[config.mk]
export PLATFORM = sky130hd
export DESIGN_NAME = nnis_ctrl
export DESIGN_NICKNAME = d
export VERILOG_FILES = /design/src/rtl/core/nnis_pkg.sv /design/src/rtl/core/nnis_ctrl.sv
export SDC_FILE = /design/constraint.sdc
export NUM_CORES = 1
export LEC_CHECK = 0
export BUFFER_PORTS_ARGS = -buffer_cell sky130_fd_sc_hd__buf_2
export CORE_ASPECT_RATIO = 0.75
export CORE_MARGIN = 2
export CORE_UTILIZATION = 30
export DETAILED_ROUTE_END_ITERATION = 10
export SLEW_MARGIN = 10
export SYNTH_ARGS = -nofsm -noshare
export SYNTH_HDL_FRONTEND = slang
export SYNTH_SLANG_ARGS = --single-unit
[constraint.sdc]
create_clock -name clk -period 2.7 [get_ports clk]
set_input_delay 0.54 -clock clk [delete_from_list [all_inputs] [get_ports clk]]
set_output_delay 0.54 -clock clk [all_outputs]
set_load 0.005 [all_outputs]
[src/rtl/core/nnis_pkg.sv]
`timescale 1ns / 1ps
`default_nettype none
// ----------------------------------------------------------------------------
// nnis_pkg: shared types and constants of the nearest neighbor scaler
// Word formats, command and status groups, size clamping helper.
// ----------------------------------------------------------------------------
package nnis_pkg;

    localparam int CFG_W  = 9;                 // size register width
    localparam int POS_W  = CFG_W;             // output position counter width
    localparam int CH_W   = 8;                 // one color channel
    localparam int PIX_W  = 3 * CH_W;          // stored pixel: blue low, then green, red
    localparam int ROW_W  = 8;                 // reported row / column width
    localparam int MAXV_W = 13;                // holds the largest size limit
    localparam int NUM_W  = 2 * CFG_W + 3;     // mapping numerator width
    localparam int DVS_W  = CFG_W + 2;         // mapping divisor width
    localparam int STEP_W = $clog2(CFG_W);     // divider step counter width

    localparam logic [CFG_W-1:0] CFG_RESET = CFG_W'(256);
    localparam logic [CH_W-1:0]  CH_WHITE  = '1;

    typedef enum logic [1:0] {
        CFG_SRC_WIDTH  = 2'd0,
        CFG_SRC_HEIGHT = 2'd1,
        CFG_DST_WIDTH  = 2'd2,
        CFG_DST_HEIGHT = 2'd3
    } cfg_index_t;

    typedef enum logic {
        OP_LOAD = 1'b0,
        OP_EMIT = 1'b1
    } op_t;

    typedef struct packed {
        op_t             operation;
        logic [CH_W-1:0] in_blue;
        logic [CH_W-1:0] in_green;
        logic [CH_W-1:0] in_red;
    } req_word_t;

    typedef struct packed {
        logic [CH_W-1:0]  out_blue;
        logic [CH_W-1:0]  out_green;
        logic [CH_W-1:0]  out_red;
        logic [ROW_W-1:0] out_row;
        logic [ROW_W-1:0] out_col;
        logic             filled_white;
        logic             frame_last;
    } rsp_word_t;

    // Controller to datapath commands
    typedef struct packed {
        logic load;       // write pixel, advance load index
        logic setup;      // build numerator, divisor, limit
        logic check;      // range check, arm divider
        logic step;       // one quotient bit
        logic addr;       // register store address
        logic out_load;   // fill output register, advance position
    } cmd_t;

    // Datapath to controller status
    typedef struct packed {
        logic out_free;
    } sts_t;

    // Zero reads as one, anything above the limit saturates to it
    function automatic logic [CFG_W-1:0] clamp_size(input logic [CFG_W-1:0]  v,
                                                    input logic [MAXV_W-1:0] maxv);
        logic [MAXV_W-1:0] v_ext;
        v_ext = MAXV_W'(v);
        if (v == '0)
            return CFG_W'(1);
        else if (v_ext > maxv)
            return maxv[CFG_W-1:0];
        else
            return v;
    endfunction

endpackage
`default_nettype wire

[src/rtl/core/nnis_ctrl.sv]
`timescale 1ns / 1ps
`default_nettype none
// ----------------------------------------------------------------------------
// nnis_ctrl: scaler sequencer
// Takes request words; load words go straight to the store, emit words step
// the datapath through map, divide, address, store read and output load.
// ----------------------------------------------------------------------------
module nnis_ctrl
(
    input  logic                 clk,
    input  logic                 rst_n,
    input  logic                 req_valid,
    input  nnis_pkg::op_t        operation,
    output logic                 req_ready,
    input  nnis_pkg::sts_t       sts,
    output nnis_pkg::cmd_t       cmd
);
    import nnis_pkg::*;

    typedef enum logic [5:0] {
        S_IDLE  = 6'b000001,
        S_CHECK = 6'b000010,
        S_DIV   = 6'b000100,
        S_ADDR  = 6'b001000,
        S_READ  = 6'b010000,
        S_OUT   = 6'b100000
    } state_t;

    state_t            state_reg;
    state_t            state_next;
    logic [STEP_W-1:0] cnt_reg;
    logic [STEP_W-1:0] cnt_next;

    always_comb
    begin
        state_next = state_reg;
        cnt_next   = cnt_reg;
        cmd        = '0;
        req_ready  = (state_reg == S_IDLE);
        unique case (state_reg)
            S_IDLE:
            begin
                if (req_valid)
                begin
                    if (operation == OP_LOAD)
                    begin
                        cmd.load = 1'b1;
                    end
                    else
                    begin
                        cmd.setup  = 1'b1;
                        state_next = S_CHECK;
                    end
                end
            end
            S_CHECK:
            begin
                cmd.check  = 1'b1;
                cnt_next   = STEP_W'(CFG_W - 1);
                state_next = S_DIV;
            end
            S_DIV:
            begin
                cmd.step = 1'b1;
                if (cnt_reg == '0)
                    state_next = S_ADDR;
                else
                    cnt_next = cnt_reg - STEP_W'(1);
            end
            S_ADDR:
            begin
                cmd.addr   = 1'b1;
                state_next = S_READ;
            end
            S_READ:
            begin
                state_next = S_OUT;
            end
            S_OUT:
            begin
                if (sts.out_free)
                begin
                    cmd.out_load = 1'b1;
                    state_next   = S_IDLE;
                end
            end
            default:
            begin
                state_next = S_IDLE;
            end
        endcase
    end

    always_ff @(posedge clk or negedge rst_n)
    begin
        if (!rst_n)
        begin
            state_reg <= S_IDLE;
            cnt_reg   <= '0;
        end
        else
        begin
            state_reg <= state_next;
            cnt_reg   <= cnt_next;
        end
    end

endmodule
`default_nettype wire

# Yosys cells after proc, flatten, opt, wreduce, memory -nomap -nowiden
# Index checks and enable logic that the tools add are counted.
# classes
addsub,1
multipliers,0
div,0
order_cmp,0
n_eq_ne,11
shifts,0
mux,16
bitwise_logic,0
n_reduce_logical,4
# ops
operator,n
$pmux W6 S6,1
$mux W6,4
$ne A2 B2 Y1 const B,5
$pmux W4 S2,1
$mux W1,7
$eq A6 B1 Y1 const B,1
$eq A6 B2 Y1 const B,1
$eq A6 B3 Y1 const B,1
$eq A6 B4 Y1 const B,1
$eq A6 B5 Y1 const B,1
$eq A6 B6 Y1 const B,1
$logic_not A4 Y1,1
$mux W2,2
$mux W4,1
$reduce_and A4 Y1,1
$sub A4 B1 Y4 const B,1
$reduce_and A2 Y1,1
$reduce_bool A2 Y1,1
# word_totals
regBits,10
latch_bits,0
mem_bits_rw,0
rom_bits,0
inputBits,5
output_inout_bits,7
word_cells,34
memories,0

# Longest topological paths before layout
# Gate-level depths: netlist (run 1).
# logic_depth
word_depth,3
depth_mapped,6

# Worst setup path before layout (run 1)
# No wires, ideal clock.
# synth_path
kind,register to output
startpoint,register state_reg[4]
endpoint,output port cmd[5] (netlist bit)
arrival_time_ps,1145
required_time_ps,2160
slack_ps,1015
path_stages_with_launch,4
path_buffers,0
cell_sequence,dfrtp_1 nor4_1 nand2_1 nor3b_1
# synth_lines
element,line,rtl
from (decl),nnis_ctrl.sv:29,state_t state_reg;
from (signal assigned),nnis_ctrl.sv:103,state_reg <= state_next;
to (decl),nnis_ctrl.sv:16,output nnis_pkg::cmd_t cmd

==> results.json, run 1 <==
{
  "status": "finished clean",
  "rows": 13,
  "grt_pass1_vias": 437,
  "dpl_worst_slack_ns": 0.836,
  "ys.warnings.count": 0,
  "yosysTopAreaCell": "dfrtp_1",
  "worst_slew_pin_slew_ns": 0.341,
  "cp.depth": 4,
  "required_ns": 2.16,
  "grtUsageMet3_pct": 3.24,
  "combinationalPowerShare_pct": 36.3,
  "grt_overflow_total": 0,
  "yosysSeqAreaShare_pct": 44.8,
  "drive_gt1_share_pct": 25.0,
  "crit_family": "simple AND/OR/NAND/NOR gates",
  "hold_class": "in -> async",
  "crit_slowest_cell": "dfrtp_1",
  "fin_util_pct": 39.1,
  "cts_tree": "done",
  "cp_max_fo": 7,
  "viasPerCell": 4.94,
  "p_clk_share_pct": 23.0,
  "io_buffers": 11,
  "core_area_sq_mm": 0.00174,
  "top_usage_layer": "met2",
  "p_switching_mw": 0.204,
  "max-cap-violations": 0,
  "netlist_area_sq_um": 562,
  "criticalPathCategory": "reg -> out",
  "die_h_um": 41.5,
  "drt_drc_violations_left": 0,
  "critPathCaptureType": "output pin",
  "mostFrequentLayoutCells": "buf_2 (11), dfrtp_1 (9), nor2_1 (8)",
  "seq_power_share_pct": 40.7,
  "rsz0062_at_grt": "false",
  "synth_top_area_share_pct": 40.1,
  "die-area_sq_mm": 0.00224,
  "detail_route.iter0.violations": 7,
  "fin_skew_ns": 0.00941,
  "post_cts_buffers": 0,
  "worstPathCellList": "nor4_1 > nand2_1 > nor3b_1 > buf_2",
  "power.density_mw_per_mm2": 853,
  "final-setup-viol-count": 0,
  "dp_hpwl_um": 855,
  "nNetsFinal": 84,
  "grt_start_max_net_pins": 11,
  "post-route-period-util_pct": 80.8,
  "worst-path-buf-inv": 1,
  "drt_pre_antenna_iters": 4,
  "use_met2_pct": 16.6,
  "cpPeakStageDelay_ns": 0.46,
  "syn_to_final_growth_pct": 21.2,
  "ctsResizeCount": 0,
  "worstSkewPairLatency_ns": 0.27,
  "cp.arrival_ns": 1.64,
  "cp-start-kind": "register",
  "avgSynthCellArea_sq_um": 9.21,
  "antennaDiodeCount": 0,
  "hold_viol_final": 0,
  "slew_headroom_pct": 77.0,
  "antenna_found_initial": 0,
  "htree_levels": 1,
  "ys_types": 26,
  "largest_register_ffs": 6,
  "fp.dieW_um": 54.0,
  "peakVddDrop_uv": 261,
  "switching_share_pct": 35.2,
  "initial_utilization_pct": 32.3,
  "post-route-min-period_ns": 2.18,
  "cts_buffer_depth": 2,
  "clock.fmax_mhz": 458,
  "leakagePower_nw": 0.343,
  "grt_pass1_wl_um": 1930,
  "timing.final.ws_setup_ns": 0.518,
  "cts-root-buf": "clkbuf_4",
  "grt_util_all_layers_pct": 11.9,
  "clk_pin_slew_ns": 0.07,
  "syn-num-nets": 68,
  "drv_slew": 0,
  "finalSetupTns_ns": 0,
  "reg2reg_depth": 6,
  "routed_wl_um": 1080,
  "gp_congestion": 0.765,
  "grt_util_met1_pct": 16.5,
  "routed_wire_length_per_instance_um": 11.0,
  "ys_seq_elements": 10,
  "final_common_cell": "buf_2",
  "cts_buffers": 3,
  "clkSinkCount": 10,
  "ys_top_cells_by_area": "dfrtp_1 (40%), nor2_1 (5.3%), dfstp_2 (4.7%)",
  "final_antenna_net_count": 0,
  "postCtsHoldBufs": 0,
  "synth_cells": 61,
  "intPower_mw": 0.376,
  "ios": 12,
  "dr_total_vias": 484
}
-- kinds of logic after synthesis --
kind of cell,after synthesis,share of synthesized area [%]
AND/OR/NAND/NOR,33,35.0
flip-flops,10,44.8
AO/OA/AOI/OAI,8,8.46
buffers and inverters,6,4.01
adder cells (fa/ha/maj),2,4.45
XOR/XNOR,1,1.56
multiplexers,1,1.78
-- cell usage after synthesis, drive strengths merged --
master / n
a221oi: 1
and2: 2
and2b: 1
dfrtp: 9
dfstp: 1
ha: 2
inv: 6
mux2i: 1
nand2: 5
nand3: 4
nand4: 1
nor2: 8
nor2b: 3
nor3: 2
nor3b: 1
nor4: 2
nor4b: 1
o21ai: 6
o311ai: 1
or3: 1
or3b: 2
xor2: 1
-- power groups by stage --
stage                     clock (mW)  combinational (mW)  sequential (mW)
final                          0.134               0.211            0.236
after global routing           0.150               0.239            0.244
after CTS                      0.137               0.212            0.235
after detailed placement           0               0.209            0.238
after global placement             0               0.213            0.237
after floorplan                    0               0.160            0.227
-- area by class of cell --
class / instances / area (sq um)
inverter: 6 / 22.5
sequential: 10 / 251
timing repair buffer: 11 / 55.1
multi-input combinational: 45 / 288
fill: 169 / 1060
tap: 22 / 27.5
clock buffer: 4 / 36.3
-- final timing paths --
kind	startpoint	to	slack [ns]
setup / recovery	state_reg[4]	cmd[5]	0.52
hold / removal	rst_n	cnt_reg[2]	0.12
setup reg to reg	cnt_reg[0]	cnt_reg[3]	0.93
hold reg to reg	cnt_reg[1]	cnt_reg[1]	0.53
max in group asynchronous	rst_n	state_reg[0]	2.32
min in group clk	cnt_reg[1]	cnt_reg[1]	0.53
-- per-layer routing --
layer  share of wire [%]  wire, um
met1                  50       540
met2                  46       495
met5                   0         0
met4                   0         0
met3                 4.3        46
-- metrics by stage --
step	cells	total power, mW	cell area (sq um)	hold slack (ns)
final	98	0.580	681	0.115
after global routing	98	0.633	681	0.116
after CTS	98	0.585	681	0.120
after detailed placement	94	0.447	644	0.411
after global placement	94	0.450	644	0.416
after floorplan	61	0.388	562	0.244
(Power assumes the default switching activity.)
==> run 2, diff against run 1 <==
==> constraint.sdc (replaced) <==
create_clock -name clk -period 1.9 [get_ports clk]
set_input_delay 0.38 -clock clk [delete_from_list [all_inputs] [get_ports clk]]
set_output_delay 0.38 -clock clk [all_outputs]
set_load 0.005 [all_outputs]
==> results.json, run 2 (synthesized netlist as in run 1, its figures left out) <==
{
  "final-setup-viol-count": 0,
  "cpPeakStageDelay_ns": 0.47,
  "max-cap-violations": 0,
  "gp_congestion": 0.761,
  "ios": 12,
  "routed_wl_um": 1150,
  "post-route-min-period_ns": 1.85,
  "cts-root-buf": "clkbuf_4",
  "worstSkewPairLatency_ns": 0.27,
  "timing.final.ws_setup_ns": 0.0543,
  "initial_utilization_pct": 32.3,
  "mostFrequentLayoutCells": "buf_2 (11), nor2_1 (8), inv_1 (6), dfrtp_1 (6), o21ai_0 (5)",
  "timing.hold.ws_ns": 0.400,
  "peakVddDrop_uv": 394,
  "largest_register_ffs": 6,
  "antenna_found_initial": 0,
  "dr_total_vias": 476,
  "slew_headroom_pct": 76.6,
  "die-area_sq_mm": 0.00224,
  "final_antenna_net_count": 0,
  "core_area_sq_mm": 0.00174,
  "crit_slowest_cell": "dfrtp_2",
  "rows": 13,
  "drive_gt1_share_pct": 32.5,
  "fp.dieW_um": 54.0,
  "worst_slew_pin_slew_ns": 0.349,
  "required_ns": 1.52,
  "die_h_um": 41.5,
  "cp-startpoint": "state_reg[5]",
  "cp_max_fo": 5,
  "grt_overflow_total": 0,
  "r2r-start": "cnt_reg[0]",
  "dpl_worst_slack_ns": 0.142,
  "cts_tree": "done",
  "viasPerCell": 4.81,
  "hold_class": "in -> reg",
  "final_common_cell": "buf_2",
  "syn_to_final_growth_pct": 26.3,
  "grt_pass1_wl_um": 1880,
  "antennaDiodeCount": 0,
  "routed_wire_length_per_instance_um": 11.6,
  "status": "finished clean",
  "drt_drc_violations_left": 0,
  "cp-start-kind": "register",
  "clock.fmax_mhz": 542,
  "cts_buffer_depth": 2,
  "worstHoldPathCells": 3,
  "cts_buffers": 3,
  "clkSinkCount": 10,
  "clk_pin_slew_ns": 0.07,
  "worst-path-buf-inv": 1,
  "grt_util_all_layers_pct": 11.7,
  "io_buffers": 11,
  "crit_family": "simple AND/OR/NAND/NOR gates",
  "leakagePower_nw": 0.346,
  "fin_skew_ns": 0.00344,
  "worstPathCellList": "nor4_4 > nand2_2 > nor3b_2 > buf_2",
  "cp.depth": 4,
  "min_from": "req_valid",
  "drt_pre_antenna_iters": 5,
  "nNetsFinal": 85,
  "power.density_mw_per_mm2": 1160,
  "grt_start_max_net_pins": 11,
  "hold_viol_final": 0,
  "post-route-period-util_pct": 97.1,
  "criticalPathCategory": "reg -> out",
  "grt_pass1_vias": 458,
  "reg2reg_depth": 6,
  "drv_slew": 0,
  "finalSetupTns_ns": 0,
  "final.fill_count": 185,
  "critPathCaptureType": "output pin",
  "htree_levels": 1,
  "rsz0062_at_grt": "true",
  "detail_route.iter0.violations": 8,
  "cp.arrival_ns": 1.47
}
[run 2: changes by cell type in the layout (fill, tap and decap cells not counted)]
| cell | delta |
|---|---|
| dfrtp_1 | -3 |
| dlygate4sd3_1 | +1 |
| nor4_1 | -1 |
| dfrtp_2 | +3 |
| clkbuf_1 | +1 |
| nand2_2 | +2 |
| nor4_4 | +1 |
| nor3b_2 | +1 |
| nand2_1 | -2 |
| nor3b_1 | -1 |
| clkbuf_8 | -1 |
[run 2: worst register-to-register path, delay by kind of cell (launching register included)]
kind | cells | cell delay (ns)
and+or+nand+nor | 4 | 1.01
DFF | 1 | 0.40
adders and majority gates | 1 | 0.14
buffers and inverters | 1 | 0.09
[run 2: where the power goes]
part	switching (mW)	leakage (nW)	internal [mW]
registers	0.0590	0.125	0.277
clock network	0.0762	0.0150	0.0812
logic	0.173	0.206	0.156
[run 2: layout make-up]
class	instances	area (sq um)	share of cell area, %
Timing Repair Buffer	12	65.1	9.17
Sequential cell	10	255	36.0
Multi-Input combinational cell	45	313	44.1
Tap cell	22	27.5	3.88
Clock buffer	4	26.3	3.70
Inverter	6	22.5	3.17
[run 2: worst paths after layout]
kind / slack (ns) / endpoint
min in group asynchronous: 0.50 / cnt_reg[2]
setup / recovery: 0.05 / cmd[5]
max in group asynchronous: 1.14 / state_reg[0]
hold reg to reg: 0.52 / cnt_reg[0]
setup reg to reg: 0.14 / cnt_reg[3]
hold / removal: 0.40 / state_reg[1]
[run 2: timing repair]
item | 4_1_cts | 5_1_grt
buffers inserted | 0 | 0
resized for setup | 2 | 6
endpoints found under the setup margin | 2 | 3
hold endpoints to repair | 9 | 0
hold buffers | 1 | 0
pin swaps | 0 | 2
[run 2: metrics by stage]
stage                     util [%]  instances  power (mW)  cell area (sq um)
after floorplan                  -         61       0.551                562
after global placement        37.0         94       0.633                644
after detailed placement      37.0         94       0.641                644
after CTS                     39.5         99       0.803                688
after global routing          40.8         99       0.900                709
final                         40.8         99       0.822                709
[run 2: routing by layer]
| metal | routed length (um) | vias to the layer above | part of all wire [%] | global-route usage, % |
|---|---|---|---|---|
| met3 | 29 | 4 | 2.5 | 2.16 |
| met1 | 578 | 219 | 50 | 15.7 |
| li1 | - | 245 | - | - |
| met4 | 27 | 0 | 2.4 | 7.50 |
| met2 | 510 | 8 | 45 | 16.8 |
| met5 | 0 | - | 0 | 0 |
